<file path="config.mk">
export PLATFORM = sky130hd
export DESIGN_NAME = crw_div
export DESIGN_NICKNAME = d
export VERILOG_FILES = /design/src/sv/crw_pkg.sv /design/src/sv/crw_div.sv
export SDC_FILE = /design/constraint.sdc
export NUM_CORES = 1
export LEC_CHECK = 0
export CORE_MARGIN = 3
export CORE_UTILIZATION = 42
export CTS_CLUSTER_DIAMETER = 120
export DETAILED_ROUTE_END_ITERATION = 12
export DONT_BUFFER_PORTS = 1
export PLACE_DENSITY = 0.53
export SLEW_MARGIN = 25
export SYNTH_ARGS = -nofsm -noshare
export SYNTH_HDL_FRONTEND = slang
export SYNTH_SLANG_ARGS = --single-unit
</file>
<file path="constraint.sdc">
create_clock -name clk -period 6.6 [get_ports clk]
set_input_delay 0.33 -clock clk [delete_from_list [all_inputs] [get_ports clk]]
set_output_delay 0.33 -clock clk [all_outputs]
set_load 0.02 [all_outputs]
</file>
<file path="src/sv/crw_pkg.sv">
package crw_pkg;

  // Table geometry
  localparam int SLOT_COUNT = 1024;
  localparam int SLOT_IDX_W = $clog2(SLOT_COUNT);

  // Divider: one quotient bit per step
  localparam int DIV_STEPS = 64;
  localparam int DIV_CNT_W = $clog2(DIV_STEPS);

  // Counter modes; mode three behaves as a 32-bit counter
  localparam logic [1:0] MODE_GAUGE = 2'd0;
  localparam logic [1:0] MODE_C64   = 2'd2;

  // Added to the difference when a 32-bit counter wraps
  localparam logic [63:0] WRAP32 = 64'h0000_0001_0000_0000;

  typedef struct packed {
    logic [9:0]  slot;
    logic [31:0] sample_time;
    logic [63:0] sample_value;
    logic [1:0]  counter_mode;
    logic [63:0] speed_limit;
  } crw_in_t;

  typedef struct packed {
    logic [9:0]  out_slot;
    logic [31:0] out_time;
    logic [63:0] delta;
    logic [63:0] rate;
    logic        emit;
  } crw_out_t;

  // One table entry
  typedef struct packed {
    logic        vld;
    logic [31:0] ts;
    logic [63:0] value;
  } crw_entry_t;

  typedef enum logic [1:0] {
    ST_IDLE,
    ST_CALC,
    ST_DIV,
    ST_DONE
  } crw_state_t;

endpackage

</file>
<file path="src/sv/crw_div.sv">
module crw_div (
  input  logic        clk,
  input  logic        rst_n,
  input  logic        start,
  input  logic [63:0] dividend,
  input  logic [31:0] divisor,
  output logic        done,
  output logic [63:0] quotient
);

  logic                          busy_r;
  logic                          done_r;
  logic [crw_pkg::DIV_CNT_W-1:0] cnt_r;
  logic [31:0]                   rem_r;
  logic [63:0]                   quo_r;
  logic [31:0]                   dvs_r;

  logic [32:0] trial;
  logic [32:0] diff;
  logic        ge;

  // Restoring step: shift in next dividend bit, subtract if it fits
  always_comb begin
    trial = {rem_r, quo_r[63]};
    diff  = trial - {1'b0, dvs_r};
    ge    = (trial >= {1'b0, dvs_r});
  end

  // Control
  always_ff @(posedge clk) begin
    if (!rst_n) begin
      busy_r <= 1'b0;
      done_r <= 1'b0;
      cnt_r  <= '0;
    end else begin
      done_r <= 1'b0;
      if (start) begin
        busy_r <= 1'b1;
        cnt_r  <= '0;
      end else if (busy_r) begin
        cnt_r <= cnt_r + crw_pkg::DIV_CNT_W'(1);
        if (cnt_r == crw_pkg::DIV_CNT_W'(crw_pkg::DIV_STEPS - 1)) begin
          busy_r <= 1'b0;
          done_r <= 1'b1;
        end
      end
    end
  end

  // Datapath; the quotient builds up in the dividend register
  always_ff @(posedge clk) begin
    if (start) begin
      rem_r <= '0;
      quo_r <= dividend;
      dvs_r <= divisor;
    end else if (busy_r) begin
      rem_r <= ge ? diff[31:0] : trial[31:0];
      quo_r <= {quo_r[62:0], ge};
    end
  end

  assign done     = done_r;
  assign quotient = quo_r;

endmodule
</file>
Word-level counts from Yosys, hierarchy flattened
Cells that the tools add are included.
{"block": "totals", "regBits": 136, "in_bits": 99, "output_inout_bits": 65, "wordCells": 22}
{"block": "classes", "add_sub_neg": 2, "n_lt_le_gt_ge": 1, "eq_ne": 1, "muxes": 7, "n_bitwise": 2, "reduce_logical": 3}
{"cell": "2-to-1 mux 64 bit", "count": 2}
{"cell": ">= comparator 33 x 32 -> 1 bit", "count": 1}
{"cell": "2-to-1 mux 32 bit", "count": 1}
{"cell": "subtractor 32 bit", "count": 1}
{"cell": "adder 6 x 1 -> 6 bit, second input constant", "count": 1}
{"cell": "== test 6 bit, second input constant", "count": 1}
{"cell": "2-to-1 mux 1 bit", "count": 4}
{"cell": "OR reduction 3 bit", "count": 1}
{"cell": "NOT 1 bit", "count": 2}
{"cell": "nonzero test 2 bit", "count": 1}
{"cell": "OR reduction 2 bit", "count": 1}

Longest topological paths before layout
Gate-level depths: netlist (run 1).
{"block": "logic_depth", "depth_word": 4, "ltp_mapped": 12, "ltp_nobuf": 11}

Least setup slack after synthesis (run 1)
Ideal clock, no wire load.
{"block": "synth_timing", "path_kind": "flip-flop to flip-flop", "from": "reg quo_r[63] (netlist: quotient[63])", "to": "reg rem_r[20]", "setup_ps": 91, "arrival_ps": 2438, "required_time_ps": 6509, "setup_slack_ps": 4071, "stages_incl_launch_ff": 12, "path_buffers": 0, "period_less_slack_ps": 2529, "cell_sequence": "edfxtp_1 -> inv_1 -> ha_1 -> fa_1 -> nand2b_1 -> a21oi_1 -> or3_4 -> o31ai_4 -> o2111ai_1 -> o31ai_1 -> a211o_1 -> a311oi_1"}
{"block": "synth_via", "elab_chain_cells": 2, "word_cells_on_any_way": 3, "cone_classes": "1 x add/sub; 1 x order compare; 1 x mux"}
{"item": "from (decl)", "line": "crw_div.sv:15", "text": "logic [63:0] quo_r;"}
{"item": "from (signal assigned)", "line": "crw_div.sv:54", "text": "quo_r <= dividend;"}
{"item": "from (signal assigned)", "line": "crw_div.sv:58", "text": "quo_r <= {quo_r[62:0], ge};"}
{"item": "subtractor 32 bit or >= comparator 33 x 32 -> 1 bit (tied branches)", "line": "crw_div.sv:25, crw_div.sv:26"}
{"item": "2-to-1 mux 32 bit (*)", "line": "crw_div.sv:57", "text": "rem_r <= ge ? diff[31:0] : trial[31:0];"}
{"item": "to (signal assigned)", "line": "crw_div.sv:57"}
{"item": "to (decl)", "line": "crw_div.sv:14", "text": "logic [31:0] rem_r;"}
Every way passes the cells marked *; elsewhere a longest branch is shown, timed or not.
A chain may end at the register's enable or synchronous reset.

Final worst setup path (run 1)
{"block": "layout_timing", "from": "reg dvs_r[16]", "to": "reg quo_r[0] (netlist: quotient[0]) (data pin)"}
{"block": "layout_via", "elab_chain_cells": 3}
{"item": "from (decl)", "line": "crw_div.sv:16", "text": "logic [31:0] dvs_r;"}
{"item": "from (signal assigned)", "line": "crw_div.sv:55", "text": "dvs_r <= divisor;"}
{"item": ">= comparator 33 x 32 -> 1 bit", "line": "crw_div.sv:26", "text": "ge = (trial >= {1'b0, dvs_r});"}
{"item": "2-to-1 mux 64 bit", "line": "crw_div.sv:56", "text": "end else if (busy_r) begin"}
{"item": "2-to-1 mux 64 bit", "line": "crw_div.sv:52", "text": "if (start) begin"}
No other way between the ends. The select of a mux whose other input is x is not followed.

==> flow_metrics.env, run 1 <==
export IMPL_ys_flop_type="edfxtp_1"
export IMPL_syn_cell_area_sq_mm=0.00768
export IMPL_critical_path_max_fanout=33
export IMPL_timing_slew_headroom_pct=31.1
export IMPL_grt_pass1_wl_um=30200
export IMPL_p_int_mw=1.71
export IMPL_coreArea_sq_mm=0.0176
export IMPL_initial_core_util_pct=43.7
export IMPL_timing_fmax_mhz=300
export IMPL_required_ns=6.77
export IMPL_maxCapViolations=0
export IMPL_clk_pin_slew_worst_paths_ns=0.06
export IMPL_port_buffers=0
export IMPL_path_class="flip-flop to flip-flop"
export IMPL_period_share_pct=50.6
export IMPL_crit_slowest_cell="o21ai_4"
export IMPL_peakVddDrop_v=0.000193
export IMPL_tritoncts="built"
export IMPL_wl_per_cell_um=19.3
export IMPL_gp_congestion=0.949
export IMPL_hpwl_um=12600
export IMPL_ant_nets=0
export IMPL_via_per_inst=5.78
export IMPL_timing_final_hold_violations=0
export IMPL_synthDistinctLibCells=73
export IMPL_comb_power_share_pct=16.8
export IMPL_clk_latency_ns=0.42
export IMPL_ios=164
export IMPL_rsz0062_at_grt="false"
export IMPL_p_total_mw=2.44
export IMPL_yosys_warnings=0
export IMPL_die_y_um=141
export IMPL_dr_pass1_iters=5
export IMPL_grt_start_max_net_pins=113
export IMPL_areaGrowthSynthToFinish_pct=12.9
export IMPL_tightest_slew_ns=1.03
export IMPL_clockRootBuffer="clkbuf_16"
export IMPL_dieArea_sq_mm=0.0200
export IMPL_start_kind="flip-flop"
export IMPL_p_per_area_mw_per_mm2=282
export IMPL_fin_skew_ns=0.00983
export IMPL_grt_usage_pct=18.9
export IMPL_p_seq_share_pct=45.3
export IMPL_p_sw_share_pct=30.0
export IMPL_cts_sinks=136
export IMPL_synth_fp_nets=850
export IMPL_cp_arrival_ns=3.51
export IMPL_total_leakage_power_nw=3.25
export IMPL_overflow=0
export IMPL_cts_made_buffers=17
export IMPL_clockPowerShare_pct=38.0
export IMPL_synth_seq_cells=136
export IMPL_worstSetupEndpointType="flip-flop"
export IMPL_path_cells="inv_1, ha_1, a21oi_1, o21ai_2, nor3_2, nand3_1, and3_4, o21ai_4, nand2_1, mux2_2"
export IMPL_holdCritPathClass="input port to flip-flop"
export IMPL_htreeDepth=4
export IMPL_async_flop_share_pct=0
export IMPL_cts_max_path_buffers=2
export IMPL_drc_errors=0
export IMPL_die_w_um=141
export IMPL_status="completed"
export IMPL_row_count=48
export IMPL_setup_viol=0
export IMPL_fin_setup_tns_ns=0
export IMPL_num_antenna_cells=0
export IMPL_fin_nets=863
export IMPL_synthCells=717
export IMPL_maxSlewViolCount=0
export IMPL_avgSynthCellArea_sq_um=10.7
export IMPL_cpPeakStageDelay_ns=0.81
export IMPL_vias=5599
export IMPL_synth_edff_count=96
export IMPL_p_sw_mw=0.733
export IMPL_finalCriticalPeriod_ns=3.34
export IMPL_routed_wl_um=18700
export IMPL_drive_above_1_share_pct=16.6
export IMPL_yosysSeqAreaShare_pct=47.9
export IMPL_first_iter_violations=453
export IMPL_grt_pass1_vias=5647
export IMPL_cts_setup_buffers=0
export IMPL_antenna_found_initial=0
==> worst paths after layout <==
kind                                            start  slack [ns]  cells after the start                     to
worst max register to register    dvs_r[16]$_DFFE_PP_        3.26                     10  quotient[0]$_DFFE_PP_
worst min-delay path                            start        0.03                      0    dvs_r[16]$_DFFE_PP_
worst max-delay path              dvs_r[16]$_DFFE_PP_        3.26                     10  quotient[0]$_DFFE_PP_
worst min register to register  cnt_r[5]$_SDFFE_PP0P_        0.49                      2        done$_SDFF_PP0_
==> cells by family after synthesis <==
family / Yosys count / share of synthesized area, %
compound gates: 176 / 16.3
xor+xnor: 28 / 3.19
fa+ha+maj: 34 / 5.63
buf+inv: 85 / 4.93
flops: 136 / 47.9
mux: 68 / 9.90
simple gates: 190 / 12.1
==> cell type report <==
cell class | count | area, sq um
clock buffer | 18 | 429
clock inverter | 14 | 140
multi-input combinational | 496 | 3620
tap | 225 | 282
timing repair buffer | 37 | 363
sequential | 136 | 3680
fill | 1612 | 8920
inverter | 42 | 158
==> sequential cells by signal, indices dropped and copies added (netlist names) <==
signal    cells
dvs_r        32
quotient     64
rem_r        32
cnt_r         6
done          1
busy_r        1
==> per-stage QoR <==
step / cell area, sq um / cells / setup WS [ns] / util (%) / hold slack (ns)
finish: 8680 / 968 / 3.26 / 49.3 / 0.0262
global route: 8680 / 968 / 3.02 / 49.3 / 0.00205
CTS: 8680 / 968 / 3.25 / 49.3 / 0.00373
detailed placement: 7770 / 902 / 3.28 / 44.1 / 0.429
global placement: 7770 / 902 / 3.36 / 44.1 / 0.429
floorplan: 7680 / 717 / 4.07 / - / 0.429
==> synth_stat cells (all sizes together), types with 3 or more instances <==
cell type | count | area (sq um)
a2111oi | 3 | 33.8
a211oi | 5 | 37.5
a21boi | 6 | 45.0
a21o | 12 | 90.1
a21oi | 36 | 191
a311oi | 21 | 184
a31oi | 4 | 31.3
a41oi | 4 | 35.0
and2 | 3 | 18.8
and3 | 5 | 36.3
buf | 20 | 135
clkbuf | 23 | 86.3
dfxtp | 40 | 801
edfxtp | 96 | 2880
ha | 33 | 413
inv | 42 | 158
mux2 | 64 | 721
mux2i | 4 | 40.0
nand2 | 44 | 168
nand2b | 4 | 25.0
nand3 | 31 | 155
nand4 | 15 | 100
nor2 | 56 | 210
nor2b | 4 | 25.0
nor3 | 9 | 50.1
nor4 | 4 | 31.3
o211ai | 4 | 35.0
o21a | 7 | 60.1
o21ai | 43 | 234
o21bai | 7 | 63.8
o22ai | 5 | 31.3
o31ai | 4 | 43.8
or2 | 4 | 25.0
or3 | 5 | 36.3
xnor2 | 16 | 140
xor2 | 12 | 105
==> power groups by stage <==
stage               clock, mW  sequential [mW]  combinational, mW
CTS                     0.949             1.11              0.410
floorplan                   0             1.11              0.330
detailed placement          0             1.12              0.390
global placement            0             1.12              0.388
finish                  0.927             1.11              0.410
global route            0.985             1.12              0.458
==> metal layers <==
metal	share of wire (%)	GRT usage, %
met2	46	29.4
met3	8.1	6.40
met1	44	24.9
met4	1.7	6.48
met5	0	0
==> layout by cell type, fill, tap and decap left out, types with 5 or more instances in the layout <==
cell,instances
a211oi_1,5
a21o_1,12
a21oi_1,33
a311oi_1,21
clkbuf_16,17
dfxtp_1,40
dlygate4sd3_1,34
edfxtp_1,96
ha_1,33
inv_1,41
inv_6,5
mux2_2,64
nand2_1,43
nand3_1,31
nand4_1,14
nor2_1,55
nor3_1,8
o21a_1,6
o21ai_0,22
o21ai_1,18
o21bai_1,6
o22ai_1,5
xnor2_1,16
xor2_1,12
==> critical path: cells and delay by family (launching register included) <==
family,cells,cell delay [ns]
adders and majority gates,1,0.36
buffers and inverters,1,0.05
muxes,1,0.31
DFF,1,0.34
AOI/OAI and AO/OA,3,1.24
and+or+nand+nor,4,0.78
==> repair_timing <==
action | CTS | global route
gates resized for setup | 0 | 0
hold buffers | 34 | 0
setup endpoints to repair | 0 | 0
hold endpoints to repair | 42 | 0
No activity file was read; power rests on OpenSTA's default activity.
==> inputs of run 2 (changes only) <==
--- a/config.mk
+++ b/config.mk
@@ -5,6 +5,7 @@
 export SDC_FILE = /design/constraint.sdc
 export NUM_CORES = 1
 export LEC_CHECK = 0
+export ABC_AREA = 1
 export CORE_MARGIN = 3
 export CORE_UTILIZATION = 42
 export CTS_CLUSTER_DIAMETER = 120
==> constraint.sdc (replaced) <==
create_clock -name clk -period 3.4 [get_ports clk]
set_input_delay 0.17 -clock clk [delete_from_list [all_inputs] [get_ports clk]]
set_output_delay 0.17 -clock clk [all_outputs]
set_load 0.02 [all_outputs]
==> flow_metrics.env, run 2 <==
export IMPL_status="completed"
export IMPL_cts_made_buffers=17
export IMPL_fin_skew_ns=0.0111
export IMPL_clockRootBuffer="clkbuf_16"
export IMPL_grt_usage_pct=21.0
export IMPL_first_iter_violations=357
export IMPL_timing_slew_headroom_pct=57.4
export IMPL_routed_top_layer="met4"
export IMPL_ys_flop_type="edfxtp_1"
export IMPL_synth_seq_cells=136
export IMPL_period_share_pct=73.3
export IMPL_synthDominantCellAreaShare_pct=35.3
export IMPL_synth_fp_nets=1265
export IMPL_yosysTopAreaCell="edfxtp_1"
export IMPL_hpwl_um=15100
export IMPL_holdPathStages=2
export IMPL_fillCellCount=1905
export IMPL_ant_nets=0
export IMPL_setup_ws_ns=0.908
export IMPL_yosys_warnings=0
export IMPL_route_met2_wl_um=10500
export IMPL_drc_errors=0
export IMPL_hold_ws_ns=0.0532
export IMPL_fin_util_pct=52.8
export IMPL_grt_pass1_wl_um=36400
export IMPL_timing_final_hold_violations=0
export IMPL_crit_slowest_cell="edfxtp_1"
export IMPL_cpPeakStageDelay_ns=0.48
export IMPL_start_kind="flip-flop"
export IMPL_route_met3_wl_um=1310
export IMPL_async_flop_share_pct=0
export IMPL_rsz0062_at_grt="false"
export IMPL_final_common_cell="nand2_1"
export IMPL_setup_viol=0
export IMPL_total_leakage_power_nw=5.02
export IMPL_maxCapViolations=0
export IMPL_areaGrowthSynthToFinish_pct=22.1
export IMPL_path_class="flip-flop to flip-flop"
export IMPL_die_y_um=146
export IMPL_peakVddDrop_v=0.000312
export IMPL_clk_pin_slew_worst_paths_ns=0.06
export IMPL_via_per_inst=4.78
export IMPL_post_layout_nonfiller_instances=1501
export IMPL_post_cts_resized=0
export IMPL_synth_area_leaders="edfxtp_1 35%, nand2_1 23%, dfxtp_1 9.8%"
export IMPL_dieArea_sq_mm=0.0212
export IMPL_htreeDepth=4
export IMPL_path_cells="inv_1, ha_1, fa_1, inv_1, nand3_1, nand3_1, nand2_1, nand2_1, nand2_1, nand2_1, nand2_1, nand3_1, nand3_1, nand2_1, nand2_1"
export IMPL_tritoncts="built"
export IMPL_overflow=0
export IMPL_p_total_mw=4.31
export IMPL_ios=164
export IMPL_initial_core_util_pct=43.3
export IMPL_yosysSeqAreaShare_pct=45.1
export IMPL_tightest_slew_ns=0.639
export IMPL_synth_edff_count=96
export IMPL_placed_cells=1371
export IMPL_antenna_found_initial=0
export IMPL_critical_path_max_fanout=5
export IMPL_coreArea_sq_mm=0.0189
export IMPL_p_per_area_mw_per_mm2=432
export IMPL_clk_latency_ns=0.43
export IMPL_syn_cell_area_sq_mm=0.00817
export IMPL_required_ns=3.72
export IMPL_fin_setup_tns_ns=0
export IMPL_drive_above_1_share_pct=4.67
export IMPL_grt_start_max_net_pins=95
export IMPL_fin_area_sq_mm=0.00998
export IMPL_placedInstanceArea_sq_mm=0.00842
export IMPL_ff_latch_area_sq_mm=0.00368
export IMPL_vias=7169
export IMPL_final_cell_mix="508 x nand2_1, 184 x inv_1, 97 x dlygate4sd3_1"
export IMPL_fin_nets=1361
export IMPL_synthDistinctLibCells=32
export IMPL_wl_per_cell_um=14.6
export IMPL_avgSynthCellArea_sq_um=7.22
export IMPL_die_w_um=146
export IMPL_cp_common_cell="nand2_1"
export IMPL_gp_congestion=0.924
export IMPL_synthCells=1132
export IMPL_num_antenna_cells=0
export IMPL_synth_common_cells="508 x nand2_1, 186 x inv_1, 96 x edfxtp_1"
export IMPL_r2r_start="quotient[63]$_DFFE_PP_"
export IMPL_cts_sinks=136
export IMPL_holdCritPathClass="input port to flip-flop"
export IMPL_hp_start="dividend[0]"
export IMPL_finalCriticalPeriod_ns=2.49
export IMPL_dr_pass1_iters=6
export IMPL_synth_most_common_cell="nand2_1"
export IMPL_cts_max_path_buffers=2
export IMPL_row_count=50
export IMPL_met1Wirelength_um=9850
export IMPL_routed_wl_um=21900
export IMPL_worstSetupEndpointType="flip-flop"
export IMPL_multiInputGateArea_sq_mm=0.00364
export IMPL_rr_worst_depth=15
export IMPL_grt_pass1_vias=7231
export IMPL_port_buffers=0
export IMPL_largest_reg_flops=64
export IMPL_cp_arrival_ns=2.81
export IMPL_crit_start="quotient[63]$_DFFE_PP_"
export IMPL_timing_fmax_mhz=401
export IMPL_pre_cts_slack_ns=0.929
export IMPL_maxSlewViolCount=0
[run 2: changes by cell type in the layout (fill, tap and decap cells not counted), sizes merged, moves of 11 or more]
cell / delta
dlygate4sd3: +63
xor2: -11
a21oi: -11
nand3b: +12
a311oi: -21
a21o: -12
inv: +145
nand2: +471
mux2: -64
nand3: +52
o21ai: -25
[run 2: critical path, delay by kind of cell (launching register included)]
kind                     cells  cell delay (ns)
AND/OR/NAND/NOR             11             1.10
adder cells (fa/ha/maj)      2             0.64
flip-flops                   1             0.48
buffers and inverters        2             0.18
[run 2: worst paths after layout]
check | to | slack (ns)
max | rem_r[30]$_SDFFE_PP0P_ | 0.91
min | quotient[0]$_DFFE_PP_ | 0.05
max reg2reg | rem_r[30]$_SDFFE_PP0P_ | 0.91
min reg2reg | rem_r[27]$_SDFFE_PP0P_ | 0.47
[run 2: area by class of cell]
cell class,instances,area share [%]
Sequential cell,136,36.9
Tap cell,260,3.26
Inverter,186,6.99
Clock buffer,17,4.26
Clock inverter,15,1.35
Multi-Input combinational cell,781,36.5
Timing Repair Buffer,106,10.7
[run 2: report_power, final]
part           leakage (nW)  internal [mW]  switching [mW]  total, mW
Sequential             1.29           1.92           0.169       2.09
Clock                 0.274          0.964           0.815       1.78
Combinational          3.46          0.184           0.259      0.444
[run 2: logic make-up after synthesis]
| group | after synthesis | synth area share [%] |
|---|---|---|
| simple gates | 683 | 34.5 |
| buf+inv | 215 | 10.4 |
| flops | 136 | 45.1 |
| compound gates | 50 | 3.25 |
| fa+ha+maj | 34 | 5.30 |
| xor+xnor | 14 | 1.50 |
[run 2: repair_timing]
action                    4_1_cts  5_1_grt
hold endpoints to repair      131        0
hold buffers                   98        0
setup buffers                   0        0
[run 2: metal layers]
metal | vias to the layer above | GRT usage (%)
met5 | - | 0
met4 | 0 | 5.27
met3 | 22 | 5.79
met2 | 205 | 35.8
met1 | 3215 | 26.5
li1 | 3727 | -
==> inputs of run 3 (changes only) <==
==> constraint.sdc (replaced) <==
create_clock -name clk -period 2.3 [get_ports clk]
set_input_delay 0.115 -clock clk [delete_from_list [all_inputs] [get_ports clk]]
set_output_delay 0.115 -clock clk [all_outputs]
set_load 0.02 [all_outputs]
==> flow_metrics.env, run 3 (synthesis gave the netlist of run 2 again) <==
export IMPL_tightest_slew_ns=0.562
export IMPL_p_sw_share_pct=28.3
export IMPL_fin_area_sq_mm=0.0105
export IMPL_areaGrowthSynthToFinish_pct=28.9
export IMPL_hold_ws_ns=0.132
export IMPL_overflow=0
export IMPL_cts_max_path_buffers=2
export IMPL_pre_cts_slack_ns=-0.0306
export IMPL_grt_start_max_net_pins=96
export IMPL_clockRootBuffer="clkbuf_16"
export IMPL_clockPowerShare_pct=43.4
export IMPL_placed_cells=1385
export IMPL_peakVddDrop_v=0.000453
export IMPL_timing_fmax_mhz=454
export IMPL_p_per_area_mw_per_mm2=637
export IMPL_dieArea_sq_mm=0.0212
export IMPL_status="completed"
export IMPL_critical_path_max_fanout=6
export IMPL_wl_per_cell_um=14.8
export IMPL_via_per_inst=4.77
export IMPL_coreArea_sq_mm=0.0189
export IMPL_num_antenna_cells=0
export IMPL_placedInstanceArea_sq_mm=0.00855
export IMPL_r2r_start="dvs_r[8]$_DFFE_PP_"
export IMPL_period_share_pct=95.9
export IMPL_top_usage_layer="met2"
export IMPL_port_buffers=0
export IMPL_die_w_um=146
export IMPL_r2r_end="rem_r[31]$_SDFFE_PP0P_"
export IMPL_ios=164
export IMPL_cp_arrival_ns=2.53
export IMPL_comb_power_share_pct=10.7
export IMPL_htreeDepth=4
export IMPL_start_kind="flip-flop"
export IMPL_row_count=50
export IMPL_met3_usage_pct=5.26
export IMPL_clk_pin_slew_worst_paths_ns=0.07
export IMPL_hp_start="start"
export IMPL_grt_use_met2_pct=35.7
export IMPL_fin_util_pct=55.8
export IMPL_drc_errors=0
export IMPL_timing_final_hold_violations=0
export IMPL_setup_viol=0
export IMPL_vias=7259
export IMPL_hpwl_um=15400
export IMPL_grt_pass1_vias=7173
export IMPL_p_sw_mw=1.90
export IMPL_p_int_mw=4.81
export IMPL_cts_sinks=136
export IMPL_ant_nets=0
export IMPL_cts_made_buffers=17
export IMPL_fin_skew_ns=0.0129
export IMPL_total_leakage_power_nw=5.18
export IMPL_timing_slew_headroom_pct=62.5
export IMPL_initial_core_util_pct=43.3
export IMPL_grt_usage_pct=21.0
export IMPL_post_layout_nonfiller_instances=1522
export IMPL_first_iter_violations=421
export IMPL_fin_setup_tns_ns=0
export IMPL_hold_path_end="rem_r[11]$_SDFFE_PP0P_"
export IMPL_final_common_cell="nand2_1"
export IMPL_routed_wl_um=22500
export IMPL_clk_latency_ns=0.43
export IMPL_holdCritPathClass="input port to flip-flop"
export IMPL_grt_pass1_wl_um=36100
export IMPL_worstSetupEndpointType="flip-flop"
export IMPL_path_class="flip-flop to flip-flop"
export IMPL_required_ns=2.62
export IMPL_maxSlewViolCount=0
export IMPL_dr_pass1_iters=7
export IMPL_tritoncts="built"
export IMPL_setup_ws_ns=0.0950
export IMPL_final_cell_mix="497 x nand2_1, 183 x inv_1, 98 x dlygate4sd3_1"
export IMPL_largest_reg_flops=64
export IMPL_r2r_slack_ns=0.09
export IMPL_grt_use_met1_pct=26.9
export IMPL_die_y_um=146
export IMPL_antenna_found_initial=0
export IMPL_drive_above_1_share_pct=9.43
export IMPL_p_seq_share_pct=45.9
export IMPL_finalCriticalPeriod_ns=2.21
export IMPL_rr_worst_depth=15
export IMPL_p_total_mw=6.72
export IMPL_gp_congestion=0.923
export IMPL_maxCapViolations=0
export IMPL_holdPathStages=4
export IMPL_fin_nets=1382
## run 3: what timing repair did
item / 4_1_cts / 5_1_grt
setup endpoints to repair: 3 / 33
cloned: 0 / 1
gates resized for setup: 1 / 56
pin swaps: 0 / 7
buffers inserted: 0 / 5
hold endpoints to repair: 132 / 0
hold buffers: 99 / 0
## run 3: area by class of cell
class,instances,area (sq um)
Clock buffer,17,425
Multi-Input combinational cell,781,3910
Fill cell,1792,8350
Timing Repair Buffer,127,1300
Tap cell,260,325
Sequential cell,136,3680
Inverter,186,698
Clock inverter,15,199
## run 3: worst max path at each step
| stage | from | endpoint | slack (ns) | cells after the start |
|---|---|---|---|---|
| 6_report | dvs_r[8]$_DFFE_PP_ | rem_r[31]$_SDFFE_PP0P_ | 0.09 | 15 |
| 5_1_grt | dvs_r[24]$_DFFE_PP_ | rem_r[16]$_SDFFE_PP0P_ | -0.04 | 15 |
| 4_1_cts | dvs_r[8]$_DFFE_PP_ | rem_r[25]$_SDFFE_PP0P_ | 0.04 | 17 |
| 3_5_place_dp | dvs_r[8]$_DFFE_PP_ | rem_r[25]$_SDFFE_PP0P_ | -0.03 | 17 |
| 3_3_place_gp | dvs_r[7]$_DFFE_PP_ | rem_r[16]$_SDFFE_PP0P_ | -0.01 | 15 |
| 2_1_floorplan | quotient[63]$_DFFE_PP_ | rem_r[30]$_SDFFE_PP0P_ | 0.19 | 15 |
## run 3: layer usage
metal	routed length, um	vias to the layer above
met5	0	-
met4	281	0
met3	1370	17
met2	10900	192
met1	10000	3290
li1	-	3760
## run 3: power groups by stage
stage          Combinational (mW)  Clock (mW)  Sequential [mW]
2_1_floorplan               0.385           0             3.10
3_3_place_gp                0.503           0             3.14
3_5_place_dp                0.505           0             3.13
4_1_cts                     0.675        2.99             3.08
5_1_grt                     0.812        3.09             3.10
6_report                    0.719        2.91             3.08
## run 3: critical path: stages, from the launching register on
cell      delay [ns]
edfxtp_1        0.32
inv_1           0.05
ha_1            0.36
nand2_1         0.15
nor2_2          0.14
nand2_1         0.11
nor2_2          0.10
nand2_1         0.09
nor2_4          0.11
nor2_4          0.04
buf_4           0.15
nand2_4         0.10
buf_4           0.16
nand3_1         0.10
nand2_1         0.08
nand2_1         0.04
